### config.mk
export PLATFORM = sky130hd
export DESIGN_NAME = firmata_uart_tunnel_parser_unit
export DESIGN_NICKNAME = d
export VERILOG_FILES = /design/src/rtl/futp_pkg.sv /design/src/rtl/firmata_uart_tunnel_parser_unit.sv
export SDC_FILE = /design/constraint.sdc
export NUM_CORES = 1
export LEC_CHECK = 0
export ABC_AREA = 1
export BUFFER_PORTS_ARGS = -buffer_cell sky130_fd_sc_hd__buf_2
export CORE_MARGIN = 2
export CORE_UTILIZATION = 52
export DETAILED_ROUTE_END_ITERATION = 7
export GPL_ROUTABILITY_DRIVEN = 0
export GPL_TIMING_DRIVEN = 0
export PLACE_DENSITY = 0.79
export SYNTH_ARGS = -nofsm -noshare
export SYNTH_HDL_FRONTEND = slang
export SYNTH_SLANG_ARGS = --single-unit
export TNS_END_PERCENT = 100
### constraint.sdc
create_clock -name i_clk -period 1.69 [get_ports i_clk]
set_input_delay 0.338 -clock i_clk [delete_from_list [all_inputs] [get_ports i_clk]]
set_output_delay 0.338 -clock i_clk [all_outputs]
set_load 0.01 [all_outputs]
### src/rtl/futp_pkg.sv
// Shared types and protocol byte codes for the Firmata tunnel parser.
package futp_pkg;

    typedef logic [7:0] t_byte;
    typedef logic [6:0] t_ver;

    localparam int unsigned MaxBeats = 5;
    localparam int unsigned BeatW    = $clog2(MaxBeats + 1);

    // Firmata command bytes
    localparam t_byte CMD_SYSEX_START = 8'hF0;
    localparam t_byte CMD_SYSEX_END   = 8'hF7;
    localparam t_byte CMD_UART_DATA   = 8'h66;
    localparam t_byte CMD_VERSION     = 8'hF9;
    localparam t_byte CMD_PIN_MODE    = 8'hF4;
    localparam t_byte CMD_PIN_VALUE   = 8'hF5;

    // high nibbles of channel commands
    localparam logic [3:0] NIB_ANALOG     = 4'hE;
    localparam logic [3:0] NIB_DIGITAL    = 4'h9;
    localparam logic [3:0] NIB_REP_ANALOG = 4'hC;
    localparam logic [3:0] NIB_REP_DIGITAL = 4'hD;

    // item and result kinds
    localparam logic OP_RECEIVE  = 1'b0;
    localparam logic OP_TRANSMIT = 1'b1;
    localparam logic KIND_LINK   = 1'b0;
    localparam logic KIND_UART   = 1'b1;

    // configuration register indexes
    localparam logic REG_VERSION_MAJOR = 1'b0;
    localparam logic REG_VERSION_MINOR = 1'b1;

    localparam t_ver VER_MAJOR_RST = 7'd1;
    localparam t_ver VER_MINOR_RST = 7'd6;

endpackage

### src/rtl/firmata_uart_tunnel_parser_unit.sv
// Firmata link parser with tunnelled UART channel: input stage, decode, result burst.

// An item is taken into an input register and decoded into a burst of
// zero to five result bytes held in a shift register that drives the output port.
// The parser state advances when the item is decoded. A new item is accepted every
// cycle as long as the burst register is empty or is delivering its last byte; a
// transmit item (five bytes) and a version query (three bytes) give the longest
// bursts. Items that give no result pass at one per cycle while the burst register
// is empty.
module firmata_uart_tunnel_parser_unit (
    input  logic                 i_clk,
    input  logic                 i_rst_n,
    // input stream
    input  logic                 s_axis_tvalid,
    output logic                 s_axis_tready,
    input  futp_pkg::t_byte      s_axis_tdata,   // [7:0] data
    input  logic                 s_axis_tuser,   // [0] op
    // result stream
    output logic                 m_axis_tvalid,
    input  logic                 m_axis_tready,
    output futp_pkg::t_byte      m_axis_tdata,   // [7:0] value
    output logic                 m_axis_tuser,   // [0] kind
    output logic                 m_axis_tlast,   // last result of the item
    // configuration
    input  logic                 i_cfg_we,
    input  logic                 i_cfg_idx,
    input  futp_pkg::t_ver       i_cfg_data
);
    import futp_pkg::*;

    // parser position
    localparam logic [2:0] PND_IDLE    = 3'd0;
    localparam logic [2:0] PND_SKIP1   = 3'd1;
    localparam logic [2:0] PND_SKIP2   = 3'd2;
    localparam logic [2:0] PND_SX_CMD  = 3'd3;
    localparam logic [2:0] PND_SX_BODY = 3'd4;

    localparam logic [1:0] TUN_OFF = 2'd0;
    localparam logic [1:0] TUN_LO  = 2'd1;
    localparam logic [1:0] TUN_HI  = 2'd2;

    t_ver r_ver_major;
    t_ver r_ver_minor;

    logic  r_in_valid;
    logic  r_in_op;
    t_byte r_in_data;

    logic [2:0] r_pending, n_pending;
    logic [1:0] r_tun, n_tun;
    t_ver       r_partial, n_partial;

    logic [BeatW-1:0]           r_cnt, n_cnt;
    logic [MaxBeats-1:0][7:0]   r_bytes, n_bytes;
    logic                       r_kind, n_kind;

    logic beat;
    logic take;

    assign beat = m_axis_tvalid && m_axis_tready;
    assign take = r_in_valid &&
                  ((r_cnt == '0) || ((r_cnt == BeatW'(1)) && m_axis_tready));

    assign s_axis_tready = !r_in_valid || take;

    assign m_axis_tvalid = (r_cnt != '0);
    assign m_axis_tdata  = r_bytes[0];
    assign m_axis_tuser  = r_kind;
    assign m_axis_tlast  = (r_cnt == BeatW'(1));

    // decode of the held item
    always_comb begin
        n_pending = r_pending;
        n_tun     = r_tun;
        n_partial = r_partial;
        n_cnt     = '0;
        n_bytes   = '0;
        n_kind    = KIND_LINK;
        if (r_in_op == OP_TRANSMIT) begin
            n_cnt      = BeatW'(MaxBeats);
            n_bytes[0] = CMD_SYSEX_START;
            n_bytes[1] = CMD_UART_DATA;
            n_bytes[2] = {1'b0, r_in_data[6:0]};
            n_bytes[3] = {7'b0, r_in_data[7]};
            n_bytes[4] = CMD_SYSEX_END;
        end else begin
            case (r_pending)
                PND_SKIP2: begin
                    n_pending = PND_SKIP1;
                end
                PND_SKIP1: begin
                    n_pending = PND_IDLE;
                end
                PND_SX_CMD, PND_SX_BODY: begin
                    if (r_in_data == CMD_SYSEX_END) begin
                        n_pending = PND_IDLE;
                        n_tun     = TUN_OFF;
                    end else if (r_pending == PND_SX_CMD) begin
                        n_tun     = (r_in_data == CMD_UART_DATA) ? TUN_LO : TUN_OFF;
                        n_pending = PND_SX_BODY;
                    end else if (r_tun == TUN_LO) begin
                        n_partial = r_in_data[6:0];
                        n_tun     = TUN_HI;
                    end else if (r_tun == TUN_HI) begin
                        n_cnt      = BeatW'(1);
                        n_bytes[0] = {r_in_data[0], r_partial};
                        n_kind     = KIND_UART;
                        n_tun      = TUN_LO;
                    end
                end
                default: begin
                    if ((r_in_data[7:4] == NIB_ANALOG) || (r_in_data[7:4] == NIB_DIGITAL) ||
                        (r_in_data == CMD_PIN_MODE) || (r_in_data == CMD_PIN_VALUE)) begin
                        n_pending = PND_SKIP2;
                    end else if ((r_in_data[7:4] == NIB_REP_ANALOG) ||
                                 (r_in_data[7:4] == NIB_REP_DIGITAL)) begin
                        n_pending = PND_SKIP1;
                    end else if (r_in_data == CMD_SYSEX_START) begin
                        n_pending = PND_SX_CMD;
                    end else if (r_in_data == CMD_VERSION) begin
                        n_cnt      = BeatW'(3);
                        n_bytes[0] = CMD_VERSION;
                        n_bytes[1] = {1'b0, r_ver_major};
                        n_bytes[2] = {1'b0, r_ver_minor};
                    end
                end
            endcase
        end
    end

    always_ff @(posedge i_clk) begin
        if (!i_rst_n) begin
            r_ver_major <= VER_MAJOR_RST;
            r_ver_minor <= VER_MINOR_RST;
            r_in_valid  <= 1'b0;
            r_pending   <= PND_IDLE;
            r_tun       <= TUN_OFF;
            r_partial   <= '0;
            r_cnt       <= '0;
        end else begin
            if (i_cfg_we) begin
                if (i_cfg_idx == REG_VERSION_MAJOR) begin
                    r_ver_major <= i_cfg_data;
                end else begin
                    r_ver_minor <= i_cfg_data;
                end
            end
            if (s_axis_tready) begin
                r_in_valid <= s_axis_tvalid;
            end
            if (take) begin
                r_pending <= n_pending;
                r_tun     <= n_tun;
                r_partial <= n_partial;
                r_cnt     <= n_cnt;
            end else if (beat) begin
                r_cnt <= r_cnt - BeatW'(1);
            end
        end
    end

    // payload registers
    always_ff @(posedge i_clk) begin
        if (s_axis_tready) begin
            r_in_op   <= s_axis_tuser;
            r_in_data <= s_axis_tdata;
        end
        if (take) begin
            r_bytes <= n_bytes;
            r_kind  <= n_kind;
        end else if (beat) begin
            r_bytes <= {8'h00, r_bytes[MaxBeats-1:1]};
        end
    end

`ifndef NO_ASSERTIONS
    // burst count never runs past the longest burst
    a_cnt_range: assert property (@(posedge i_clk) disable iff (!i_rst_n)
        r_cnt <= BeatW'(MaxBeats))
        else $error("burst count out of range");

    // tunnelling only inside a sysex body
    a_tun_in_body: assert property (@(posedge i_clk) disable iff (!i_rst_n)
        (r_tun != TUN_OFF) |-> (r_pending == PND_SX_BODY))
        else $error("tunnel phase set outside sysex body");

    // a decoded UART byte is always the only result of its item
    a_uart_single: assert property (@(posedge i_clk) disable iff (!i_rst_n)
        (m_axis_tvalid && (m_axis_tuser == KIND_UART)) |-> m_axis_tlast)
        else $error("UART byte not alone in its burst");

    // a transmit item opens its frame with a sysex start byte
    a_tx_frame: assert property (@(posedge i_clk) disable iff (!i_rst_n)
        (take && (r_in_op == OP_TRANSMIT)) |=>
            (m_axis_tvalid && (m_axis_tdata == CMD_SYSEX_START)))
        else $error("transmit frame does not start with sysex start");
`endif

endmodule
# After elaboration in Yosys (flattened, before gate mapping)
# Cells that the tools add are included.
# classes
n_addsub,1
n_eq_ne,18
mux,38
n_bitwise,5
n_reduce_logical,24
# op_table
operator,count
24-bit two-way mux,4
40-bit two-way mux,2
8-bit == test (second input constant),5
16-bit two-way mux,2
8-bit two-way mux,4
3-bit two-way mux,8
23-bit two-way mux,1
4-bit == test (second input constant),4
2-bit two-way mux,8
8-bit case mux with 2 select lines,1
3-bit case mux with 3 select lines,1
8-bit by 7-bit == test with 1-bit output (second input constant),1
4-bit AND reduction,2
3-bit by 1-bit == test with 1-bit output (second input constant),2
3-bit by 2-bit == test with 1-bit output (second input constant),2
1-bit logical OR,6
1-bit two-way mux,6
6-bit AND reduction,1
6-bit nonzero test,1
1-bit NOT,5
5-bit OR reduction,1
2-bit case mux with 2 select lines,1
2-bit AND reduction,2
4-bit nonzero test,1
other kinds (12),15
# word_totals
ff_bits,80
out_inout_bits,12
wordCells,101

# Depth between registers and ports, before layout
# Gate-level depths: netlist of the first run.
# logic_depth
word_depth,8
depth_mapped,14
ltp_nobuf,14

# Worst setup path after synthesis of the first run
# Ideal clock, no wire load.
# synth_path
path_type,reg2reg
start,reg r_cnt[0]
end,"reg r_bytes, in the netlist m_axis_tdata[0], enable pin"
setup_time_ps,385
arrival_time_ps,1434
required_time_ps,1305
setup_slack_ps,-129
stages_incl_launch_ff,6
synth_period_minus_slack_ps,1819
cell_sequence,dfxtp_1 > inv_1 > ha_1 > nand2_2 > o21ai_0 > inv_1
# synth_via
word_cells_on_any_way,8
# synth_lines
element,line_no,source
start: declaration,firmata_uart_tunnel_parser_unit.sv:53,"logic [BeatW-1:0] r_cnt, n_cnt;"
start signal: assignment,firmata_uart_tunnel_parser_unit.sv:155,r_cnt <= n_cnt;
start signal: assignment,firmata_uart_tunnel_parser_unit.sv:157,r_cnt <= r_cnt - BeatW'(1);
3-bit nonzero test,firmata_uart_tunnel_parser_unit.sv:66,assign m_axis_tvalid = (r_cnt != '0);
net m_axis_tvalid,firmata_uart_tunnel_parser_unit.sv:19,"output logic m_axis_tvalid,"
1-bit logical AND,firmata_uart_tunnel_parser_unit.sv:60,assign beat = m_axis_tvalid && m_axis_tready;
2-bit nonzero test (no source line),n/a,
end signal: assignment,firmata_uart_tunnel_parser_unit.sv:169,r_bytes <= n_bytes;
end signal: assignment,firmata_uart_tunnel_parser_unit.sv:172,"r_bytes <= {8'h00, r_bytes[MaxBeats-1:1]};"
end: declaration,firmata_uart_tunnel_parser_unit.sv:54,"logic [MaxBeats-1:0][7:0] r_bytes, n_bytes;"
# The timed path passes the listed nets, and every way through them passes these cells.
# A chain may end at the register's enable or synchronous reset.

# Worst setup path in the final report of the first run
# layout_path
start,reg r_cnt[1]
end,reg r_bytes[19] in the netlist's numbering (data pin)
# layout_via
elab_chain_len,5
word_cells_on_any_way,6
# layout_lines
element,line_no,source
3-bit by 1-bit == test with 1-bit output,firmata_uart_tunnel_parser_unit.sv:62,((r_cnt == '0) || ((r_cnt == BeatW'(1)) && m_axis_tready));
1-bit logical AND,firmata_uart_tunnel_parser_unit.sv:62,
1-bit logical OR (*),firmata_uart_tunnel_parser_unit.sv:62,
1-bit logical AND (*),firmata_uart_tunnel_parser_unit.sv:61,assign take = r_in_valid &&
40-bit two-way mux (*),firmata_uart_tunnel_parser_unit.sv:168,if (take) begin
# Every way passes the cells marked *; elsewhere a longest branch is shown, timed or not.

==> run_results.csv, run 1 <==
group,metric,value,unit
cts,htree_num_levels,3,
synth,synth_area,0.00316,mm²
setup_path,cp_max_fo,4,
detailed_routing,drc,0,
synth,synth_ff_type,"edfxtp_1",
die,core-area,0.00589,mm²
cts,cts_sinks,67,
sta,tns,-0.0952,ns
place,placed_cells,470,
layout,final_nets,444,
synth,synth_seq_cells,67,
layout,finalInstanceArea,0.00385,mm²
detailed_routing,first_pass_iters,4,
sta,finClkSkew,0.00943,ns
die,row_count,28,
cts,cts_hold_buf,0,
grt,grt_pass1_wl,10.5,mm
synth,synth-edff-count,37,
synth,syn_nets,390,
sta,fmax,581,MHz
synth,syn_avg_cell_area,8.71,µm²
worst_hold_path,hold_path.class,"primary input to flip-flop",
grt,grt_pass1_vias,2323,
grt,grt_max_degree,33,
detailed_routing,wirelength,6.74,mm
setup_path,crit_buf_inv,3,
cts,cts_buffers,9,
cts,cts_tree,"yes",
place,dp_hpwl,4.77,mm
synth,synthCells,363,
detailed_routing,routed_via_density,5.16,
layout,antenna_cells,0,
detailed_routing,drt_iter0_drc,186,
layout,utilization,65.4,%
synth,synth_area_leaders,"edfxtp_1, dfxtp_1, nand2_1, nor2_1, inv_1",
die,initial_utilization,53.7,%
power,p_per_area,1550,mW/mm²
die,die_w,82.0,µm
place,postPlaceCellArea,0.00342,mm²
detailed_routing,drtAntennaViolNets,0,
sta,final_min_period_over_clock_period,102,%
grt,grt_use_total,21.5,%
grt,grt.overflow.total,0,
synth,yosysWarningCount,0,
layout,drive_gt1_share,26.3,%
setup_path,slowest_stage,"dfxtp_2",
cts,clockRootBuffer,"clkbuf_8",
power,peakVddDrop,0.000857,V
synth,yosysMostFrequentCell,"nand2_1",
job,maxCapViolations,0,
synth,ys_seq_area_share,54.1,%
detailed_routing,num_vias,2567,
layout,finalNonFillerCells,497,
cts,clock_path_buffers,2,
outcome,violations,"setup timing",
setup_path,arrival,1.91,ns
die,fp.dieH,82.0,µm
sta,finalCriticalPeriod,1.72,ns
die,dieArea,0.00672,mm²
outcome,outcome,"finished, violations left",
setup_path,slowest_delay,0.33,ns
grt,antenna_found_initial,0,
die,io_pins,34,
synth,synth.largest_area_cell,"edfxtp_1",
setup_path,cp-start-kind,"flip-flop",
synth,ys_top_cells_by_count,"nand2_1, nor2_1, inv_1, edfxtp_1, dfxtp_1",
sta,setup_ws,-0.0316,ns
synth,yosysUniqueCellTypes,31,
power,p_leak,1.72,nW
cts,clkLatencyLatePin,0.35,ns
detailed_routing,wl_per_cell,13.6,µm
sta,rsz0062_at_grt,"true",
synth,synth_top_cell_area_share,35.1,%
sta,slew_headroom,63.9,%
setup_path,crit_path_cell_trace,"inv_2, ha_4, inv_2, nor2_4, nand2_2, nand2_4, nand2_4, nor2_8, buf_6, nand4_1, o22ai_1",
place,io_buffers,32,
setup_path,endpoint_kind,"flip-flop",
setup_path,required,1.88,ns
synth,async_flop_share,0,%
sta,finalSetupViolCount,9,
sta,report.final.slew_viol_count,0,
sta,tightest_slew,0.542,ns
sta,hold_violations,0,
setup_path,setup.worst_path.class,"flip-flop to flip-flop",
power,power,5.98,mW
layout,area_growth,21.8,%
setup_path,cp_top_family,"simple AND/OR/NAND/NOR gates",
cts,clkTransAtPathRegs,0.08,ns
## flip-flops by register name, indices dropped and copies added, names as in the netlist
register and cells:
r_in_data 8, r_partial 7, r_ver_minor 7, r_tun 2
r_pending 3, r_cnt 3, r_in_op 1, r_in_valid 1
r_bytes 19, r_ver_major 7, m_axis_tuser 1, m_axis_tdata 8
## worst paths after layout
kind	start	end	slack, ns	cells after the start
min reg2reg	r_partial[3]	r_partial[3]	0.49	2
min	s_axis_tdata[7]	r_in_data[7]	0.16	1
max	r_cnt[1]	r_bytes[19]	-0.03	11
max reg2reg	r_cnt[1]	r_bytes[19]	-0.03	11
## layout make-up
type	count	area, µm²
fillers	457	2040
flip-flops and latches	67	1720
multi-input cells	231	1240
repair buffers	42	245
inverters	50	201
clock buffers	12	188
plain buffers	15	106
well taps	75	93.8
clock inverters	4	52.6
repair inverters	1	5.00
## what timing repair did
action / in CTS / in global routing
resized for setup: 20 / 17
setup buffers: 7 / 3
hold endpoints to repair: 0 / 0
setup endpoints to repair: 47 / 68
cloned: 0 / 1
pin swaps: 8 / 9
## metrics by stage
stage	hold slack [ns]	setup WS, ns
5_1_grt	0.155	-0.114
6_report	0.161	-0.0316
3_3_place_gp	0.451	-0.0982
3_5_place_dp	0.463	-0.159
2_1_floorplan	0.430	0.0974
4_1_cts	0.160	-0.0396
## cell usage in the layout, fill, tap and decap left out, drive strengths merged
cell type,count
clkinvlp,2
or2,1
buf,54
o21ai,25
nor2,64
dfxtp,30
nand2,76
nor3,4
clkinv,3
edfxtp,37
bufinv,1
nand4,13
clkbuf,15
a21oi,7
xnor2,1
inv,49
o22ai,5
ha,5
nand3,24
o211ai,6
## cell families (layout without fill, tap and decap cells)
family,Yosys count,in the layout,synth area share [%]
xor gates and xnor gates,1,1,0.277
and+or+nand+nor,182,182,26.9
DFF,67,67,54.1
AOI/OAI and AO/OA,43,43,7.48
buffers and inverters,65,124,9.18
adders and majority gates,5,5,1.98
## power by group
part	switching (mW)	internal [mW]
sequential	0.220	2.40
clock	0.622	0.903
combinational	1.08	0.765
## routing by layer
layer / up-vias / global-route usage, % / part of all wire, %
met1: 1158 / 27.3 / 43
li1: 1295 / - / -
met5: - / 0 / 0
met3: 18 / 4.40 / 6.5
met2: 96 / 33.1 / 48
met4: 0 / 14.3 / 3.0
No activity file was read; power rests on OpenSTA's default activity.
==> inputs of run 2 (changes only) <==
Settings changed: TNS_END_PERCENT 100 to 5.
==> run 2 against run 1 <==
Against the previous run:
- the run still ends with setup timing left
- power shrank 0.13%
- clock-buffer cell count is the same
- die area unchanged
- design area did not move
- clock power about the same
- routed wire length shrank 0.43%
==> run_results.csv, run 2 (synthesis gave the netlist of run 1 again) <==
group,metric,value,unit
outcome,outcome,"finished, violations left",
outcome,violations,"setup timing",
sta,report.final.slew_viol_count,0,
sta,tns,-0.0722,ns
setup_path,arrival,1.91,ns
layout,area_growth,21.8,%
sta,fmax,581,MHz
grt,grt.overflow.total,0,
setup_path,crit_path_cell_trace,"inv_2, ha_4, inv_2, nor2_4, nand2_2, nand2_4, nand2_4, nor2_8, buf_6, nand4_1, o22ai_1",
power,p_per_area,1550,mW/mm²
cts,cts_sinks,67,
cts,clkTransAtPathRegs,0.08,ns
die,dieArea,0.00672,mm²
die,initial_utilization,53.7,%
sta,hold_violations,0,
layout,layout_common_cells,"nand2_1, nor2_1, inv_1, edfxtp_1, buf_2",
cts,clockRootBuffer,"clkbuf_8",
cts,cts_tree,"yes",
cts,clkLatencyLatePin,0.35,ns
cts,clock_path_buffers,2,
place,placed_cells,470,
die,fp.dieH,82.0,µm
detailed_routing,drc,0,
grt,grt_pass1_wl,10.5,mm
job,maxCapViolations,0,
cts,cts_hold_buf,0,
detailed_routing,first_pass_iters,4,
detailed_routing,wl_per_cell,13.5,µm
detailed_routing,num_vias,2578,
setup_path,slowest_delay,0.33,ns
place,dp_hpwl,4.77,mm
power,power,5.97,mW
layout,regMostFlops,"r_bytes",
power,peakVddDrop,0.000859,V
setup_path,endpoint_kind,"flip-flop",
die,die_w,82.0,µm
setup_path,cp-start-kind,"flip-flop",
sta,rsz0062_at_grt,"true",
layout,drive_gt1_share,26.1,%
cts,htree_num_levels,3,
layout,fillCellCount,457,
grt,antenna_found_initial,0,
layout,antenna_cells,0,
setup_path,cp_max_fo,4,
place,io_buffers,32,
sta,finalSetupViolCount,6,
layout,utilization,65.4,%
die,core-area,0.00589,mm²
layout,finalNonFillerCells,497,
sta,finClkSkew,0.00999,ns
worst_hold_path,hold_path.class,"primary input to flip-flop",
setup_path,cp_top_family,"simple AND/OR/NAND/NOR gates",
detailed_routing,drt_iter0_drc,255,
setup_path,required,1.87,ns
sta,setup_ws,-0.0314,ns
detailed_routing,wirelength,6.71,mm
cts,cts_buffers,9,
die,row_count,28,
sta,tightest_slew,0.539,ns
sta,finalCriticalPeriod,1.72,ns
grt,grt_use_total,21.5,%
setup_path,setup.worst_path.class,"flip-flop to flip-flop",
layout,final_common_cell,"nand2_1",
grt,grt_max_degree,33,
sta,final_min_period_over_clock_period,102,%
layout,final_nets,444,
power,p_leak,1.72,nW
setup_path,crit_buf_inv,3,
sta,slew_headroom,64.1,%
layout,largest_reg_flops,19,
grt,grt_pass1_vias,2326,
die,io_pins,34,
detailed_routing,routed_via_density,5.19,
detailed_routing,drtAntennaViolNets,0,
setup_path,slowest_stage,"dfxtp_2",
## run 2: changes by cell type in the layout (fill, tap and decap cells not counted)
cell / change
inv_1: +1
inv_2: -1
## run 2: layout make-up
type                       instances  area, µm²  share of cell area [%]
sequential                        67       1720                    44.6
inverter                          50        201                    5.23
tap                               75       93.8                    2.44
timing repair buffer              42        245                    6.37
multi-input combinational        231       1240                    32.2
clock buffer                      12        188                    4.87
clock inverter                     4       52.6                    1.36
timing repair inverter             1       5.00                   0.130
buffer                            15        106                    2.76
## run 2: timing repair
| action | 4_1_cts | 5_1_grt |
|---|---|---|
| buffers inserted | 7 | 3 |
| pin swaps | 7 | 8 |
| gates resized for setup | 20 | 16 |
| cloned | 0 | 1 |
| endpoints found under the setup margin | 47 | 68 |
## run 2: power breakdown
part	switching, mW	internal [mW]	leakage, nW	total [mW]
sequential	0.218	2.40	0.618	2.61
combinational	1.07	0.764	0.975	1.84
clock	0.620	0.903	0.123	1.52
total	1.91	4.06	1.72	5.97
## run 2: final timing paths
check | endpoint | start | slack [ns] | cells after the start
min | r_in_data[7] | s_axis_tdata[7] | 0.16 | 1
min reg2reg | r_ver_minor[1] | r_ver_minor[1] | 0.49 | 2
max | r_bytes[19] | r_cnt[1] | -0.03 | 11
max reg2reg | r_bytes[19] | r_cnt[1] | -0.03 | 11
## run 2: per-stage QoR
stage	hold WS [ns]	setup WS, ns	cell area [µm²]
after detailed placement	0.463	-0.159	3420
after CTS	0.160	-0.0396	3760
after floorplan	0.430	0.0974	3160
final	0.160	-0.0314	3850
after global routing	0.155	-0.114	3850
after global placement	0.451	-0.0982	3420
## run 2: per-layer routing
metal / GRT usage, % / up-vias / part of all wire, %
met2: 33.0 / 98 / 47
li1: - / 1293 / -
met3: 4.40 / 20 / 6.6
met5: 0 / - / 0
met4: 14.3 / 0 / 3.2
met1: 27.4 / 1167 / 43
==> inputs of run 3 (changes only) <==
Settings changed: CELL_PAD_IN_SITES_DETAIL_PLACEMENT set to 1, CELL_PAD_IN_SITES_GLOBAL_PLACEMENT set to 1, CORE_UTILIZATION 52 to 40.
==> run 3 against run 2 <==
Against the previous run:
- the run still ends with setup timing left
- first-iteration DRC count decreased by 45%
- via count increased by 1.7%
- sequential power about the same
- sequential cell count unchanged
- clock power decreased by 9%
- global-route usage decreased by 0.86 points
- non-clock buffer count increased by 2
- critical endpoint is now r_bytes[16]
- largest cell class unchanged
- highest routed layer unchanged
==> run_results.csv, run 3 (synthesis gave the netlist of run 1 again) <==
group,metric,value,unit
outcome,outcome,"finished, violations left",
outcome,violations,"setup timing",
detailed_routing,drtAntennaViolNets,0,
detailed_routing,met1_length,3.57,mm
setup_path,cp-start-kind,"flip-flop",
cts,clockRootBuffer,"clkbuf_8",
power,p_leak,1.71,nW
sta,tightest_slew,0.556,ns
sta,final_min_period_over_clock_period,106,%
setup_path,cp_max_fo,7,
grt,grt.overflow.total,0,
die,row_count,32,
layout,finalNonFillerCells,525,
detailed_routing,wl_per_cell,15.6,µm
detailed_routing,wl_met3,247,µm
detailed_routing,num_vias,2623,
layout,final_nets,445,
cts,cts_buffers,9,
sta,hold_violations,0,
grt,grt_use_total,20.6,%
sta,fmax,560,MHz
detailed_routing,drt_iter0_drc,141,
sta,tns,-1.08,ns
layout,antenna_cells,0,
setup_path,required,1.80,ns
setup_path,arrival,1.89,ns
detailed_routing,route.met2.wl,4.22,mm
detailed_routing,routed.top_layer,"met4",
detailed_routing,wirelength,8.17,mm
layout,fillCellCount,929,
cts,cts_tree,"yes",
place,dp_slack,-0.209,ns
detailed_routing,first_pass_iters,4,
sta,setup_ws,-0.0956,ns
sta,slew_headroom,62.9,%
grt,grt_max_degree,33,
power,power,5.96,mW
die,fp.dieH,92.9,µm
die,dieArea,0.00863,mm²
cts,clock_path_buffers,2,
grt,grt_pass1_vias,2752,
sta,finalCriticalPeriod,1.79,ns
die,die_w,92.9,µm
detailed_routing,routed_via_density,5.00,
sta,report.final.slew_viol_count,0,
layout,regMostFlops,"r_bytes",
job,maxCapViolations,0,
power,peakVddDrop,0.000689,V
cts,clkLatencyLatePin,0.36,ns
cts,htree_num_levels,3,
grt,antenna_found_initial,0,
layout,layout_common_cells,"nand2_1, nor2_1, inv_1, edfxtp_1, buf_2",
die,initial_utilization,41.1,%
grt,grt_pass1_wl,13.6,mm
worst_hold_path,hold_path.class,"primary input to flip-flop",
layout,area_growth,22.4,%
power,p_per_area,1540,mW/mm²
layout,largest_reg_flops,19,
sta,finClkSkew,0.0116,ns
place,io_buffers,32,
cts,cts_sinks,67,
die,io_pins,34,
sta,rsz0062_at_grt,"true",
cts,clkTransAtPathRegs,0.08,ns
layout,drive_gt1_share,25.1,%
detailed_routing,drc,0,
die,core-area,0.00769,mm²
place,placed_cells,497,
sta,finalSetupViolCount,28,
setup_path,setup.worst_path.class,"flip-flop to flip-flop",
setup_path,endpoint_kind,"flip-flop",
place,dp_hpwl,5.71,mm
layout,final_common_cell,"nand2_1",
## run 3: repair_timing
| item | 4_1_cts | 5_1_grt |
|---|---|---|
| gates resized for setup | 21 | 14 |
| setup endpoints to repair | 56 | 65 |
| setup buffers | 8 | 4 |
| hold buffers | 0 | 0 |
| pin swaps | 12 | 12 |
## run 3: worst paths after layout
check	from	endpoint	slack, ns	cells past startpoint
worst max register to register	r_cnt[0]	r_bytes[16]	-0.1	11
worst min register to register	r_ver_major[0]	r_ver_major[0]	0.48	2
worst min-delay path	s_axis_tdata[4]	r_in_data[4]	0.15	1
worst max-delay path	r_cnt[0]	r_bytes[16]	-0.1	11
## run 3: final cells by class
| type | instances | area, µm² | area share [%] |
|---|---|---|---|
| flip-flops and latches | 67 | 1720 | 44.3 |
| clock buffers | 9 | 124 | 3.20 |
| repair buffers | 44 | 282 | 7.27 |
| inverters | 50 | 206 | 5.33 |
| well taps | 102 | 128 | 3.30 |
| clock inverters | 7 | 76.3 | 1.97 |
| multi-input cells | 231 | 1220 | 31.5 |
| plain buffers | 15 | 118 | 3.04 |
## run 3: through the flow
step	area (µm²)	utilization, %	hold slack, ns
floorplan	3160	-	0.430
detailed placement	3450	44.9	0.463
global placement	3450	44.9	0.457
CTS	3790	49.3	0.139
global route	3870	50.4	0.147
finish	3870	50.4	0.151
## run 3: critical path: stages (launching register included)
cell and delay (ns):
dfxtp_4 0.38, inv_2 0.05, ha_1 0.20, nand2_2 0.10, nand2_4 0.07, nand2_4 0.09, buf_4 0.13, inv_4 0.05
buf_6 0.12, buf_12 0.13, nand4_1 0.10, o211ai_1 0.10
## run 3: routing by layer
layer  up-vias  GRT usage, %
met4         0          8.21
met3        11          3.25
li1       1309             -
met2        44          37.0
met1      1259          24.6
met5         -             0
## run 3: report_power, final
group / total (mW) / internal, mW / switching, mW
clock network: 1.38 / 0.688 / 0.688
logic: 1.96 / 0.808 / 1.15
registers: 2.63 / 2.40 / 0.230
total: 5.96 / 3.89 / 2.07
